## config.mk

```make
export PLATFORM = sky130hd
export DESIGN_NAME = sbwi_ctrl
export DESIGN_NICKNAME = d
export VERILOG_FILES = /design/src/hdl/sbwi_pkg.sv /design/src/hdl/sbwi_ctrl.sv
export SDC_FILE = /design/constraint.sdc
export NUM_CORES = 1
export LEC_CHECK = 0
export BUFFER_PORTS_ARGS = -buffer_cell sky130_fd_sc_hd__buf_4
export CAP_MARGIN = 20
export CORE_AREA = 3 3 42 44
export CTS_BUF_LIST = sky130_fd_sc_hd__clkbuf_8
export DETAILED_ROUTE_END_ITERATION = 12
export DIE_AREA = 0 0 45 47
export PLACE_DENSITY = 0.72
export SLEW_MARGIN = 20
export SYNTH_ARGS = -nofsm -noshare
export SYNTH_HDL_FRONTEND = slang
export SYNTH_SLANG_ARGS = --single-unit
```

## constraint.sdc

```tcl
create_clock -name clk -period 2.9 [get_ports clk]
set_input_delay 0.29 -clock clk [delete_from_list [all_inputs] [get_ports clk]]
set_output_delay 0.29 -clock clk [all_outputs]
set_load 0.05 [all_outputs]
```

## src/hdl/sbwi_pkg.sv

```systemverilog
// ----------------------------------------------------------------------------
// sbwi_pkg
// types, sizes and command structs for the sorted bone weight insert block
// ----------------------------------------------------------------------------
package sbwi_pkg;

    localparam int VERTICES    = 4096;
    localparam int VTX_BITS    = $clog2(VERTICES);
    localparam int SLOT_COUNT  = 4;
    localparam int SLOT_BITS   = $clog2(SLOT_COUNT);
    localparam int CNT_BITS    = 3;
    localparam int BONE_BITS   = 8;
    localparam int WEIGHT_BITS = 16;

    typedef struct packed {
        logic [VTX_BITS-1:0]    vertex_index;
        logic [BONE_BITS-1:0]   bone_number;
        logic [WEIGHT_BITS-1:0] bone_weight;
    } item_t;

    typedef struct packed {
        logic                   inserted;
        logic [SLOT_BITS-1:0]   insert_slot;
        logic [SLOT_BITS-1:0]   max_slot_passed;
        logic [BONE_BITS-1:0]   slot0_bone;
        logic [BONE_BITS-1:0]   slot1_bone;
        logic [BONE_BITS-1:0]   slot2_bone;
        logic [BONE_BITS-1:0]   slot3_bone;
        logic [WEIGHT_BITS-1:0] slot0_weight;
        logic [WEIGHT_BITS-1:0] slot1_weight;
        logic [WEIGHT_BITS-1:0] slot2_weight;
        logic [WEIGHT_BITS-1:0] slot3_weight;
    } result_t;

    // one vertex entry of the influence store
    typedef struct packed {
        logic [SLOT_COUNT-1:0][BONE_BITS-1:0]   bone;
        logic [SLOT_COUNT-1:0][WEIGHT_BITS-1:0] weight;
    } entry_t;

    // controller to datapath
    typedef struct packed {
        logic                rd_en;
        logic                upd_en;
        logic                clr_en;
        logic [VTX_BITS-1:0] clr_addr;
    } ctrl_cmd_t;

    // datapath to controller
    typedef struct packed {
        logic out_free;
    } dp_status_t;

endpackage

```

## src/hdl/sbwi_ctrl.sv

```systemverilog
// ----------------------------------------------------------------------------
// sbwi_ctrl
// sequencer: store clearing after reset, read and update of one vertex entry
// ----------------------------------------------------------------------------
module sbwi_ctrl
    import sbwi_pkg::*;
(
    input  logic       clk,
    input  logic       rst_n,
    input  logic       item_valid,
    output logic       item_stall,
    input  dp_status_t status,
    output ctrl_cmd_t  cmd
);

    typedef enum logic [1:0] {
        ST_CLEAR,
        ST_IDLE,
        ST_UPDATE
    } state_t;

    state_t              state_reg, state_next;
    logic [VTX_BITS-1:0] clr_addr_reg, clr_addr_next;
    logic                accept;
    logic                clr_last;

    assign item_stall = (state_reg != ST_IDLE);
    assign accept     = item_valid && (state_reg == ST_IDLE);
    assign clr_last   = (clr_addr_reg == VTX_BITS'(VERTICES - 1));

    always_comb
    begin
        state_next    = state_reg;
        clr_addr_next = clr_addr_reg;
        unique case (state_reg)
            ST_CLEAR:
            begin
                clr_addr_next = clr_addr_reg + 1'b1;
                if (clr_last)
                begin
                    state_next = ST_IDLE;
                end
            end
            ST_IDLE:
            begin
                if (accept)
                begin
                    state_next = ST_UPDATE;
                end
            end
            ST_UPDATE:
            begin
                if (status.out_free)
                begin
                    state_next = ST_IDLE;
                end
            end
            default:
            begin
                state_next = ST_IDLE;
            end
        endcase
    end

    always_ff @(posedge clk or negedge rst_n)
    begin
        if (!rst_n)
        begin
            state_reg    <= ST_CLEAR;
            clr_addr_reg <= '0;
        end
        else
        begin
            state_reg    <= state_next;
            clr_addr_reg <= clr_addr_next;
        end
    end

    always_comb
    begin
        cmd          = '0;
        cmd.rd_en    = accept;
        cmd.upd_en   = (state_reg == ST_UPDATE) && status.out_free;
        cmd.clr_en   = (state_reg == ST_CLEAR);
        cmd.clr_addr = clr_addr_reg;
    end

`ifndef SYNTHESIS
    a_accept_then_update: assert property (@(posedge clk) disable iff (!rst_n)
        accept |=> (state_reg == ST_UPDATE))
        else $error("accepted beat not followed by update");

    a_update_waits: assert property (@(posedge clk) disable iff (!rst_n)
        ((state_reg == ST_UPDATE) && !status.out_free) |=> (state_reg == ST_UPDATE))
        else $error("update left while result register busy");

    a_no_clear_overlap: assert property (@(posedge clk) disable iff (!rst_n)
        cmd.clr_en |-> (!cmd.rd_en && !cmd.upd_en))
        else $error("store access during clearing");
`endif

endmodule

```

==> flow_summary_export.csv, run 1 <==
group,metric,value,unit
clocking,numCtsBuffers,3,
global_routing,grt_pass1_vias,472,
timing,skew,0.00128,ns
power_and_ir_drop,p_seq_share,32.1,%
finish,finalNetCount,84,
power_and_ir_drop,irDropWorstVdd,0.000886,V
die,start_util,43.8,%
logic_synthesis,synth_top_flop_cell,"dfrtp_1",
timing,rsz0062_at_grt,"false",
hold_path,hold_end,"state_reg[1]$_DFFE_PN0P_",
global_routing,grt_pass1_wl,2110,um
clocking,post_cts_buffers,0,
power_and_ir_drop,p_sw_share,48.1,%
power_and_ir_drop,comb_power_share,50.0,%
logic_synthesis,syn_nets,60,
logic_synthesis,async_flop_share,100,%
drt,drt_wl_total,1280,um
clocking,clk_pin_slew_worst_paths,0.06,ns
finish,largest_reg_flops,12,
die,die_width,45,um
placement,dp_slack,1.48,ns
critical_path,critPathRequiredTime,2.61,ns
timing,tightest_slew,0.466,ns
timing,hold_violations,0,
die,die_h,47,um
drt,drt-pass1-iter-count,4,
finish,area_growth,34.2,%
timing,fin_crit,1.66,ns
timing,slew_headroom,68.8,%
timing,fin_crit_sh,57.3,%
timing,finalSetupViolations,0,
clocking,clock_sinks,14,
die,core_area,1470,sq um
drt,viasPerCell,5.32,
placement,gp_congestion,0.809,
timing,slew_violations,0,
logic_synthesis,yosys.area.top_type_share,54.4,%
flow_run,maxCapViolCount,0,
clocking,post_cts_resize_count,0,
critical_path,r2r_cells,4,
power_and_ir_drop,p_clk_share,17.9,%
drt,drt_iter0_drc,1,
run_status,status,"finished, final reports clean",
global_routing,track_usage,14.5,%
logic_synthesis,ys_top_cells_by_count,"14 x dfrtp_1, 6 x xor2_1, 5 x nand2_1, 5 x xnor2_1, 4 x nand4_1",
die,io_pins,20,
critical_path,end_kind,"output port",
logic_synthesis,synth_area_per_cell,11.7,sq um
logic_synthesis,yosys-top-cells-area,"dfrtp_1 54%, xor2_1 8.2%, xnor2_1 6.8%",
logic_synthesis,yosysWarningCount,0,
drt,drc_errors,0,
drt,vias,500,
clocking,clk_latency,0.25,ns
global_routing,grt_max_degree,15,
clocking,cts-root-buf,"clkbuf_8",
critical_path,ff2ff_setup_slack,1.46,ns
critical_path,critPathLaunchType,"register",
hold_path,holdCritStartpoint,"status",
clocking,h-tree-depth,1,
clocking,cts_hold_buf,1,
finish,design_area,865,sq um
power_and_ir_drop,p_switching,508,uW
logic_synthesis,yosys.cell_types.count,20,
logic_synthesis,synth_cells,55,
logic_synthesis,post-synth-top-count-cell,"dfrtp_1",
die,fp-row-count,14,
timing,tns,0,ns
placement,place_area,800,sq um
clocking,clockBufferDepth,2,
logic_synthesis,synth_edf_count,0,
logic_synthesis,synth.largest_area_cell,"dfrtp_1",
power_and_ir_drop,internal_power,549,uW
finish,n_antenna_cell,0,
logic_synthesis,synth-seq-cells,14,
global_routing,gr-total-overflow,0,
drt,wl_per_cell,13.6,um
critical_path,arrival,1.37,ns
timing,max_clock_freq,601,MHz
die,dieArea,2120,sq um
critical_path,worstReg2RegStart,"clr_addr_reg[0]$_DFFE_PN0P_",
drt,ant_nets,0,
critical_path,critPathKind,"register to output port",
hold_path,hold_depth,3,
critical_path,critPathMaxFanout,7,
finish,drive_gt1_share,30.8,%
logic_synthesis,synth_area,644,sq um
timing,setup_slack,1.24,ns
hold_path,holdCritPathClass,"input pin to register",
placement,port_buffers,19,
logic_synthesis,yosysSeqAreaShare,54.4,%
global_routing,grt_antenna_before_repair,0,
power_and_ir_drop,leakage,0.000427,uW
critical_path,r2r_end,"clr_addr_reg[8]$_DFFE_PN0P_",
power_and_ir_drop,powerDensity,1220,nW/um^2
clocking,tritoncts,"yes",
[layer usage]
metal  vias up  global-route usage [%]  wire length [um]
li1        243                       -                 -
met1       243                    16.5               516
met2        10                    24.0               679
met3         4                    4.60                53
met4         0                    8.77                33
met5         -                       0                 0
[layout make-up]
cell class,count,area [sq um]
clock buffer,4,55.1
fill,133,607
multi-input combinational,40,287
sequential,14,350
tap,16,20.0
timing repair buffer,20,153
[metrics by stage]
stage | total power (uW) | hold WS (ns) | std cells | util, %
after floorplan | 715 | -0.00559 | 55 | -
after global placement | 861 | 0.146 | 89 | 54.3
after detailed placement | 873 | 0.148 | 89 | 54.3
after CTS | 1070 | 0.379 | 94 | 58.8
after global routing | 1110 | 0.394 | 94 | 58.8
final | 1060 | 0.382 | 94 | 58.8
[worst max-delay path, cell delays in order, from the launching register on]
cell and delay (ns):
dfrtp_1 0.43, nor2_1 0.41, buf_4 0.29
[power by group through the flow]
stage               registers (uW)  logic (uW)  clock network, uW
floorplan                      483         232                  0
global placement               338         523                  0
detailed placement             343         529                  0
CTS                            340         535                195
global route                   352         559                204
finish                         339         529                189
[how the worst max path moves through the flow]
stage / start / cells after the start / to / slack [ns]
6_report: state_reg[1]$_DFFE_PN0P_ / 2 / cmd[12] / 1.24
5_1_grt: state_reg[1]$_DFFE_PN0P_ / 2 / cmd[12] / 1.14
4_1_cts: state_reg[1]$_DFFE_PN0P_ / 2 / cmd[12] / 1.23
3_5_place_dp: clr_addr_reg[0]$_DFFE_PN0P_ / 4 / clr_addr_reg[8]$_DFFE_PN0P_ / 1.48
2_1_floorplan: state_reg[1]$_DFFE_PN0P_ / 3 / clr_addr_reg[3]$_DFFE_PN0P_ / 1.10
3_3_place_gp: clr_addr_reg[0]$_DFFE_PN0P_ / 4 / clr_addr_reg[8]$_DFFE_PN0P_ / 1.52
[kinds of logic (layout without fill, tap and decap cells)]
family	count (synthesis)	count (layout)	synth area share [%]
xor gates and xnor gates	11	11	15.0
and+or+nand+nor	25	25	23.9
AOI/OAI and AO/OA	2	2	1.94
adders and majority gates	1	1	1.94
buffers and inverters	1	24	1.17
DFF	14	14	54.4
muxes	1	1	1.75
[cells in the final DEF (no fill, tap or decap)]
master / n
nand4bb_1: 2
nor4_1: 2
mux2_1: 1
ha_1: 1
buf_4: 19
xor2_1: 6
or4_1: 1
a21oi_1: 1
a21o_1: 1
nor3_1: 2
or2_1: 1
nand2b_1: 1
and3b_1: 2
dlygate4sd3_1: 1
xnor2_1: 5
nand3_2: 1
nand4_1: 4
dfrtp_1: 14
or3_1: 1
nor2_1: 3
nand2_1: 5
clkbuf_8: 4
Power figures use the tool's default switching activity.
==> run 2: changes to the inputs <==
==> constraint.sdc (replaced) <==
create_clock -name clk -period 1.65 [get_ports clk]
set_input_delay 0.165 -clock clk [delete_from_list [all_inputs] [get_ports clk]]
set_output_delay 0.165 -clock clk [all_outputs]
set_load 0.05 [all_outputs]
==> flow_summary_export.csv, run 2 (synthesis results as in run 1) <==
group,metric,value,unit
critical_path,critPathMaxFanout,5,
drt,drt-pass1-iter-count,2,
timing,rsz0062_at_grt,"false",
finish,nFillCells,132,
critical_path,critPathKind,"register to register",
power_and_ir_drop,irDropWorstVdd,0.00139,V
power_and_ir_drop,p_sw_share,48.6,%
clocking,clk_latency,0.24,ns
global_routing,track_usage,13.3,%
die,io_pins,20,
hold_path,holdCritPathClass,"input pin to register",
global_routing,grt_antenna_before_repair,0,
global_routing,grt_pass1_wl,1930,um
placement,place_area,805,sq um
die,die_width,45,um
timing,slew_headroom,74.7,%
placement,gp_congestion,0.714,
critical_path,critPathRequiredTime,1.77,ns
placement,dpl.hpwl,889,um
drt,vias,481,
clocking,clock_sinks,14,
critical_path,critPathBufInv,0,
drt,drc_errors,0,
power_and_ir_drop,comb_power_share,51.7,%
critical_path,crit_chain,"ha_1, nand4bb_1, or3_1, xnor2_1",
critical_path,critPathLaunchType,"register",
power_and_ir_drop,p_switching,877,uW
timing,finalSetupViolations,0,
drt,wl_per_cell,12.5,um
critical_path,path_delay_family,"simple AND/OR/NAND/NOR gates",
finish,largest_reg_flops,12,
clocking,clockBufferDepth,2,
critical_path,cp_slowest_cell,"dfrtp_2",
finish,finalNetCount,84,
global_routing,grt_max_degree,15,
timing,slew_violations,0,
timing,tightest_slew,0.376,ns
die,start_util,43.8,%
drt,viasPerCell,5.12,
clocking,h-tree-depth,1,
die,fp-row-count,14,
power_and_ir_drop,internal_power,926,uW
critical_path,cpPeakStageDelay,0.40,ns
finish,layout_common_cells,"19 x buf_4, 12 x dfrtp_1, 6 x xor2_1",
drt,ant_nets,0,
drt,drt_iter0_drc,5,
timing,tns,0,ns
critical_path,arrival,1.54,ns
critical_path,end_kind,"register",
run_status,status,"finished, final reports clean",
flow_run,maxCapViolCount,0,
clocking,cts-root-buf,"clkbuf_8",
finish,fin_cells,94,
clocking,clk_pin_slew_worst_paths,0.05,ns
timing,fin_crit,1.42,ns
power_and_ir_drop,power,1800,uW
power_and_ir_drop,leakage,0.000423,uW
finish,design_area,860,sq um
finish,drive_gt1_share,33.3,%
power_and_ir_drop,p_clk_share,15.1,%
placement,port_buffers,19,
die,die_h,47,um
clocking,tritoncts,"yes",
power_and_ir_drop,powerDensity,2100,nW/um^2
global_routing,gr-total-overflow,0,
finish,n_antenna_cell,0,
timing,skew,0.00321,ns
clocking,numCtsBuffers,3,
placement,placedCellCount,89,
timing,hold_violations,0,
die,dieArea,2120,sq um
die,core_area,1470,sq um
timing,max_clock_freq,704,MHz
drt,drt_wl_total,1170,um
global_routing,grt_pass1_vias,447,
finish,final_common_cell,"buf_4",
finish,area_growth,33.4,%
power_and_ir_drop,p_seq_share,33.2,%
timing,fin_crit_sh,86.1,%
[run 2: cell types whose count changed in the layout (fill, tap and decap cells not counted)]
cell      previous run  this run
dfrtp_1             14        12
inv_1                0         1
dfrtp_2              0         2
nor2_2               0         1
clkbuf_8             4         3
nor2_1               3         2
[run 2: stage by stage]
| stage | hold WS [ns] | setup WS (ns) | utilization (%) |
|---|---|---|---|
| 6_report | 0.258 | 0.230 | 58.4 |
| 5_1_grt | 0.262 | 0.131 | 58.4 |
| 4_1_cts | 0.252 | 0.227 | 58.4 |
| 3_5_place_dp | 0.0204 | 0.245 | 54.7 |
| 3_3_place_gp | 0.0205 | 0.283 | 54.7 |
| 2_1_floorplan | -0.131 | 0.0345 | - |
[run 2: power groups by stage]
stage                     Clock (uW)  Sequential [uW]  Combinational, uW
after floorplan                    0              859                410
after global placement             0              604                922
after detailed placement           0              607                932
after CTS                        284              601                940
after global routing             304              629                981
final                            272              599                932
[run 2: worst reg2reg max path: stages, from the launching register on]
cell,delay [ns]
dfrtp_2,0.40
ha_1,0.24
nand4bb_1,0.16
or3_1,0.38
xnor2_1,0.13
[run 2: final timing paths]
path	from	to	slack, ns	cells past startpoint
min in group asynchronous	rst_n	state_reg[1]$_DFFE_PN0P_	0.31	2
max reg2reg	clr_addr_reg[0]$_DFFE_PN0P_	clr_addr_reg[8]$_DFFE_PN0P_	0.23	4
min	status	state_reg[1]$_DFFE_PN0P_	0.26	3
max	clr_addr_reg[0]$_DFFE_PN0P_	clr_addr_reg[8]$_DFFE_PN0P_	0.23	4
min reg2reg	clr_addr_reg[10]$_DFFE_PN0P_	clr_addr_reg[10]$_DFFE_PN0P_	0.50	1
max in group asynchronous	rst_n	clr_addr_reg[1]$_DFFE_PN0P_	1.17	2
[run 2: per-layer routing]
metal  GRT usage [%]  up-vias  part of all wire (%)
li1                -      242                     -
met4            11.7        0                   3.5
met1            15.6      221                    45
met5               0        -                     0
met2            19.8       14                    46
met3            3.83        4                   5.3
[run 2: final cells by class]
type / instances / area [sq um] / area share, %
sequential: 14 / 353 / 41.0
timing repair buffer: 20 / 153 / 17.8
clock inverter: 1 / 3.75 / 0.437
multi-input combinational: 40 / 289 / 33.6
clock buffer: 3 / 41.3 / 4.80
tap: 16 / 20.0 / 2.33
[run 2: timing repair]
item / 4_1_cts / 5_1_grt
hold buffers: 1 / 0
gates resized for setup: 0 / 0
buffers inserted: 0 / 0
endpoints found under the hold margin: 14 / 0
endpoints found under the setup margin: 0 / 0
